[src/rtl/lds_pkg.sv]
package lds_pkg;

	// position counter width and alphabet size
	localparam int unsigned POSITION_BITS = 16;
	localparam int unsigned ALPHABET_SIZE = 256;
	localparam int unsigned SYM_BITS      = (ALPHABET_SIZE > 1) ? $clog2(ALPHABET_SIZE) : 1;

	// result lengths are 1..256
	localparam int unsigned LEN_BITS = 9;
	localparam logic [LEN_BITS-1:0] LEN_CAP = LEN_BITS'(256);

	localparam int unsigned BYTE_BITS = 8;

	// reciprocal for folding a byte onto the alphabet
	localparam logic [16:0] SYM_RECIP = 17'((65536 + ALPHABET_SIZE - 1) / ALPHABET_SIZE);
	localparam logic [15:0] ALPHA_W   = 16'(ALPHABET_SIZE);
	localparam bit ALPHA_POW2 = ((ALPHABET_SIZE & (ALPHABET_SIZE - 1)) == 0);

	typedef logic [SYM_BITS-1:0]      sym_t;
	typedef logic [POSITION_BITS-1:0] pos_t;
	typedef logic [LEN_BITS-1:0]      len_t;

	typedef struct packed {
		len_t window_length;
		len_t best_length;
		logic string_done;
		logic length_overflow;
	} lds_result_t;

	typedef struct packed {
		logic wr_en;
		sym_t wr_addr;
		pos_t wr_data;
	} lds_wr_t;

	// byte value modulo the alphabet size
	function automatic sym_t fold_sym(input logic [BYTE_BITS-1:0] v);
		logic [24:0] prod;
		logic [15:0] quot;
		logic [15:0] rem;
		prod = 25'(v) * 25'(SYM_RECIP);
		quot = 16'(prod[23:16]);
		rem  = 16'(v) - quot * ALPHA_W;
		if (ALPHA_POW2)
			return v[SYM_BITS-1:0];
		else
			return rem[SYM_BITS-1:0];
	endfunction

endpackage

[src/rtl/lds_pos_ram.sv]
module lds_pos_ram
	import lds_pkg::*;
(
	input  logic    clk,
	input  logic    rd_en,
	input  sym_t    rd_addr,
	output pos_t    rd_data,
	input  lds_wr_t wr
);

	pos_t mem [ALPHABET_SIZE];

	always_ff @(posedge clk) begin
		if (wr.wr_en) begin
			mem[wr.wr_addr] <= wr.wr_data;
		end
	end

	always_ff @(posedge clk) begin
		if (rd_en) begin
			rd_data <= mem[rd_addr];
		end
	end

endmodule

[src/rtl/lds_window.sv]
module lds_window
	import lds_pkg::*;
(
	input  logic        clk,
	input  logic        arst_n,
	input  logic        advance,
	input  sym_t        sym_s1,
	input  logic        last_s1,
	input  pos_t        rd_data,
	output lds_wr_t     wr,
	output lds_result_t result
);

	logic [ALPHABET_SIZE-1:0] seen_q;
	pos_t  pos_q;
	pos_t  start_q;
	len_t  best_q;
	logic  ovf_q;

	// most recent table write, covers a read issued on the same edge
	sym_t  lw_sym_q;
	pos_t  lw_pos_q;

	pos_t  prev;
	pos_t  d_prev;
	pos_t  d_cur;
	logic  hit;
	pos_t  start_nx;
	pos_t  span;
	len_t  wlen;
	len_t  best_nx;
	pos_t  pos_nx;

	always_comb begin
		prev     = (lw_sym_q == sym_s1) ? lw_pos_q : rd_data;
		d_prev   = prev - start_q;
		d_cur    = pos_q - start_q;
		hit      = seen_q[sym_s1] && (d_prev < d_cur);
		start_nx = hit ? (prev + pos_t'(1)) : start_q;
		span     = pos_q - start_nx;
		if ((|span[POSITION_BITS-1:8]) || (&span[7:0]))
			wlen = LEN_CAP;
		else
			wlen = len_t'(span[7:0]) + len_t'(1);
		best_nx = (wlen > best_q) ? wlen : best_q;
		pos_nx  = pos_q + pos_t'(1);
	end

	assign wr.wr_en   = advance;
	assign wr.wr_addr = sym_s1;
	assign wr.wr_data = pos_q;

	assign result.window_length   = wlen;
	assign result.best_length     = best_nx;
	assign result.string_done     = last_s1;
	assign result.length_overflow = ovf_q;

	always_ff @(posedge clk or negedge arst_n) begin
		if (!arst_n) begin
			seen_q  <= '0;
			pos_q   <= '0;
			start_q <= '0;
			best_q  <= '0;
			ovf_q   <= 1'b0;
		end else if (advance) begin
			if (last_s1) begin
				seen_q  <= '0;
				pos_q   <= '0;
				start_q <= '0;
				best_q  <= '0;
				ovf_q   <= 1'b0;
			end else begin
				seen_q[sym_s1] <= 1'b1;
				pos_q          <= pos_nx;
				start_q        <= start_nx;
				best_q         <= best_nx;
				if (pos_nx == '0) begin
					ovf_q <= 1'b1;
				end
			end
		end
	end

	always_ff @(posedge clk) begin
		if (advance) begin
			lw_sym_q <= sym_s1;
			lw_pos_q <= pos_q;
		end
	end

endmodule

[src/rtl/longest_distinct_run_scanner_core.sv]
// longest repeat-free run scanner: takes a string one byte per transfer on the
// slave stream, with tlast on the final byte, and returns one transfer per byte
// on the master stream carrying the length of the repeat-free window ending at
// that byte and the best such length so far in the string. tlast on the output
// marks the byte whose best length is the final answer. tuser flags a string
// whose position counter wrapped; its lengths are then unreliable. a new byte
// is taken every cycle while the master side keeps up; each result passes
// through stage 1 and the output register before it is offered on the master
// stream. stage 1 waits on the last-seen-position table: a synchronous memory
// read in the accept cycle and written back when the byte leaves stage 1, with
// a bypass of the latest write so that equal bytes back to back still see each
// other. the table has no clearing pass: per-entry valid bits in flops are
// cleared at once after the last byte of each string and at reset.
module longest_distinct_run_scanner_core
	import lds_pkg::*;
(
	input  logic        clk,
	input  logic        arst_n,

	input  logic        s_axis_tvalid,
	output logic        s_axis_tready,
	input  logic [7:0]  s_axis_tdata,   // [7:0] byte_value
	input  logic        s_axis_tlast,   // is_last

	output logic        m_axis_tvalid,
	input  logic        m_axis_tready,
	output logic [23:0] m_axis_tdata,   // [8:0] window_length, [17:9] best_length, rest zero
	output logic        m_axis_tlast,   // string_done
	output logic [0:0]  m_axis_tuser    // [0] length_overflow
);

	// stage 1: byte waiting for its table read data
	logic        s1_valid_q;
	sym_t        sym_s1;
	logic        last_s1;

	// output register
	logic        m_valid_q;
	lds_result_t res_q;

	logic        accept;
	logic        advance;
	sym_t        sym_in;
	pos_t        rd_data;
	lds_wr_t     wr;
	lds_result_t result;

	assign sym_in        = fold_sym(s_axis_tdata);
	// stage 1 moves on whenever the output register is empty or drains
	assign advance       = s1_valid_q && (!m_valid_q || m_axis_tready);
	assign s_axis_tready = !s1_valid_q || advance;
	assign accept        = s_axis_tvalid && s_axis_tready;

	lds_pos_ram u_ram (
		.clk     (clk),
		.rd_en   (accept),
		.rd_addr (sym_in),
		.rd_data (rd_data),
		.wr      (wr)
	);

	lds_window u_window (
		.clk     (clk),
		.arst_n  (arst_n),
		.advance (advance),
		.sym_s1  (sym_s1),
		.last_s1 (last_s1),
		.rd_data (rd_data),
		.wr      (wr),
		.result  (result)
	);

	always_ff @(posedge clk or negedge arst_n) begin
		if (!arst_n) begin
			s1_valid_q <= 1'b0;
			m_valid_q  <= 1'b0;
		end else begin
			if (accept)
				s1_valid_q <= 1'b1;
			else if (advance)
				s1_valid_q <= 1'b0;
			if (advance)
				m_valid_q <= 1'b1;
			else if (m_axis_tready)
				m_valid_q <= 1'b0;
		end
	end

	// payload registers
	always_ff @(posedge clk) begin
		if (accept) begin
			sym_s1  <= sym_in;
			last_s1 <= s_axis_tlast;
		end
		if (advance) begin
			res_q <= result;
		end
	end

	assign m_axis_tvalid = m_valid_q;
	assign m_axis_tdata  = {6'd0, res_q.best_length, res_q.window_length};
	assign m_axis_tlast  = res_q.string_done;
	assign m_axis_tuser  = res_q.length_overflow;

endmodule

[config.mk]
export PLATFORM = sky130hd
export DESIGN_NAME = longest_distinct_run_scanner_core
export DESIGN_NICKNAME = d
export VERILOG_FILES = /design/src/rtl/lds_pkg.sv /design/src/rtl/lds_pos_ram.sv /design/src/rtl/lds_window.sv /design/src/rtl/longest_distinct_run_scanner_core.sv
export SDC_FILE = /design/constraint.sdc
export NUM_CORES = 2
export LEC_CHECK = 0
export ABC_AREA = 0
export BUFFER_PORTS_ARGS = -buffer_cell sky130_fd_sc_hd__buf_2
export CORE_MARGIN = 2
export CORE_UTILIZATION = 55
export CTS_CLUSTER_DIAMETER = 30
export DETAILED_ROUTE_END_ITERATION = 7
export GPL_TIMING_DRIVEN = 0
export PLACE_DENSITY = 0.68
export SYNTH_ARGS = -nofsm -noshare
export SYNTH_HDL_FRONTEND = slang
export SYNTH_HIERARCHICAL = 1
export SYNTH_SLANG_ARGS = --single-unit
[constraint.sdc]
create_clock -name clk -period 27.9 [get_ports clk]
set_input_delay 5.58 -clock clk [delete_from_list [all_inputs] [get_ports clk]]
set_output_delay 5.58 -clock clk [all_outputs]
set_load 0.1 [all_outputs]
==> flow_summary.yaml <==
run_status:
  outcome: "finished with violations"
  violations: "capacitance limit, slew limit"
setup_path:
  start_kind: "flop"
  reg2reg_from: "sym_s1[1]"
  arrival_ns: 15.87
  slowest_stage: "o21ai_1"
  critPathRequiredTime_ns: 28.78
  cp-end-kind: "flop"
  reg2reg_to: "m_axis_tdata[10]"
  critical-path-top-delay-family: "compound AO/OA/AOI/OAI gates"
  startpoint: "sym_s1[1]"
  ff2ff_setup_slack_ns: 12.92
  critical_path_buf_inv_count: 13
  reg2regPathDepth: 59
  critPathKind: "flop to flop"
  crit_fanout: 11
  cpPeakStageDelay_ns: 0.75
clocking:
  post_cts_buffers: 0
  cts_resized: 0
  clk_pin_slew_worst_paths_ns: 0.05
  cts.path.max_buffers: 4
  cts_root_buf: "clkbuf_16"
  tritoncts: "built"
  cts_buffers: 777
  cts_max_level: 6
  postCtsHoldBufs: 0
  cts.sinks: 4465
  clock_latency_ns: 1.12
sta:
  slew_headroom: -0.128
  fin_tns_setup_ns: 0
  rsz0062_at_grt: "false"
  setup_viol: 0
  report.final.slew_viol_count: 114
  skew_ns: 0.107
  fin_crit_sh: 0.537
  worstMarginPinSlew_ns: 1.69
  clock.fmax_ghz: 0.0667
  layout_min_cycle_time_ns: 14.98
  hold_viol_final: 0
synth:
  post_synth.cell_area_avg_um2: 19.3
  synth_most_common_cell: "edfxtp_1"
  synthMuxAreaShare: 0.149
  synthXorXnorAreaFrac: 0.00333
  yosysWarnings: 6
  synthAdderAreaFrac: 0.00548
  synth_top_family_by_area: "multiplexers"
  ys_ff_latch: 4465
  ys_seq_area_frac: 0.747
  synth_top_area_frac: 0.704
  synth.distinct_cells: 92
  yosys-top-cells-area: "edfxtp_1 70%, mux4_2 11%, dfrtp_1 4.2%"
  synth_top_area_cell: "edfxtp_1"
  netlist_area_um2: 178000
  synth-async-reset-ratio: 0.0672
  synth_ff_type: "edfxtp_1"
  synthCells: 9184
  synth_commonest_cells: "4165 x edfxtp_1, 844 x mux4_2, 653 x nor2_1"
  synth_compound_area_frac: 0.0477
  synth_edf_count: 4165
  synthSimpleGateAreaFrac: 0.0276
pwr:
  p_seq_frac: 0.402
  p_int_mw: 13.9
  swShare: 0.240
  power_density_nw_per_um2: 85.0
  combPwrFrac: 0.077
  leakage_nw: 67.1
  power.share.clock: 0.520
  switchingPower_mw: 4.40
  ir_drop_uv: 69.0
detailed_routing:
  avgViaCountPerCell: 6.79
  drcViolationCount: 0
  wl_um: 561000
  ant_nets: 0
  dr_total_vias: 104000
  firstDrtPassIters: 8
  drtIter0Drc: 18700
  wl_per_cell_um: 36.8
floorplanning:
  initial_core_util: 0.553
  num_io_pins: 41
  dieArea_um2: 327000
  rows: 208
  die_h_um: 572
  core-area_um2: 321000
  die_w_um: 572
place:
  placed_area_um2: 189000
  dp_hpwl_um: 378000
  numPortBuffers: 34
  gp_congestion: 1.03
worst_hold_path:
  min_from: "u_window/seen_q[238]"
  hp-class: "flop to flop"
  holdPathEnd: "u_window/seen_q[238]"
  whs_path_depth: 2
finish:
  final_cell_area_um2: 216000
  drive_above_1_share: 0.283
  syn_to_final_growth_pct: 21.5
  final_nets: 10300
global_routing:
  grt_first_pass_wirelength_um: 774000
  grt_use_total: 0.342
  grt_max_degree: 113
  antenna_found_initial: 48
  grt_overflow_total: 0
  first_global_vias: 100000
run:
  maxCapViolations: 15
-- cell type report --
type | instances | area [µm²]
flip-flops and latches | 4465 | 133000
multi-input cells | 4083 | 42200
clock inverters | 555 | 6710
plain buffers | 570 | 3360
diodes | 18 | 45.0
repair buffers | 292 | 5070
well taps | 4305 | 5390
inverters | 71 | 269
clock buffers | 879 | 20100
fillers | 20300 | 105000
-- power groups by stage --
stage | Combinational [mW] | Sequential (mW) | Clock (mW)
detailed placement | 1.38 | 7.50 | 0
floorplan | 0.854 | 7.54 | 0
CTS | 1.39 | 7.37 | 9.59
global placement | 1.27 | 7.60 | 0
global route | 1.50 | 7.37 | 9.91
finish | 1.42 | 7.38 | 9.54
-- worst max path at each step --
stage                                   to  slack (ns)  depth (start not counted)
final                     m_axis_tdata[10]       12.92                         59
after global routing       m_axis_tdata[9]       11.95                         59
after CTS                 m_axis_tdata[10]       13.05                         59
after detailed placement  m_axis_tdata[10]       13.20                         59
after global placement     m_axis_tdata[9]        8.10                         49
after floorplan           m_axis_tdata[10]       15.01                         49
-- cell families (layout without fill, tap and decap cells) --
family          count (synthesis)  count (layout)
fa+ha+maj                      76              76
xor+xnor                       66              66
buf+inv                       641            2367
flops                        4465            4465
mux                          1547            1547
other cells                     1              24
simple gates                 1109            1109
compound gates               1279            1279
-- registers in the layout, indices dropped and copies added, names as in the netlist, 8 cells and up --
name               count
m_axis_tdata          18
sym_s1                 8
u_ram/mem           4096
u_ram/rd_data         16
u_window/best_q        9
u_window/lw_pos_q     16
u_window/lw_sym_q      8
u_window/pos_q        16
u_window/seen_q      256
u_window/start_q      16
-- worst reg2reg max path, delay by kind of cell (launching register included) --
| family | cells | cell delay, ns |
|---|---|---|
| flops | 1 | 0.69 |
| xor+xnor | 3 | 0.72 |
| simple gates | 12 | 2.14 |
| buf+inv | 13 | 3.29 |
| compound gates | 24 | 5.62 |
| fa+ha+maj | 5 | 1.55 |
| mux | 2 | 0.76 |
-- per-layer routing --
metal	wire length [µm]	vias up	GRT usage
met5	170	-	0
met1	198000	53700	0.461
met2	250000	8122	0.504
li1	-	40300	-
met4	33100	26	0.177
met3	80200	1387	0.108
-- through the flow --
step / hold slack (ns) / instances / util / total power [mW] / worst slack [ns]
after floorplan: 0.446 / 9189 / - / 8.40 / 15.01
after global placement: 0.467 / 13500 / 0.570 / 8.87 / 8.10
after detailed placement: 0.478 / 13800 / 0.588 / 8.88 / 13.20
after CTS: 0.488 / 15200 / 0.672 / 18.4 / 13.05
after global routing: 0.503 / 15200 / 0.672 / 18.8 / 11.95
final: 0.483 / 15200 / 0.672 / 18.3 / 12.92
-- placed cells by master (no fill, tap or decap), drive strengths merged, types with 73 or more instances in the layout --
master,instances
a21oi,474
buf,552
bufinv,94
clkbuf,1188
clkinv,298
clkinvlp,89
dfrtp,300
edfxtp,4165
ha,73
inv,145
mux2,99
mux2i,586
mux4,862
nand2,114
nor2,656
nor3,118
o21ai,94
o221ai,253
o22ai,163
(Power assumes the default switching activity.)
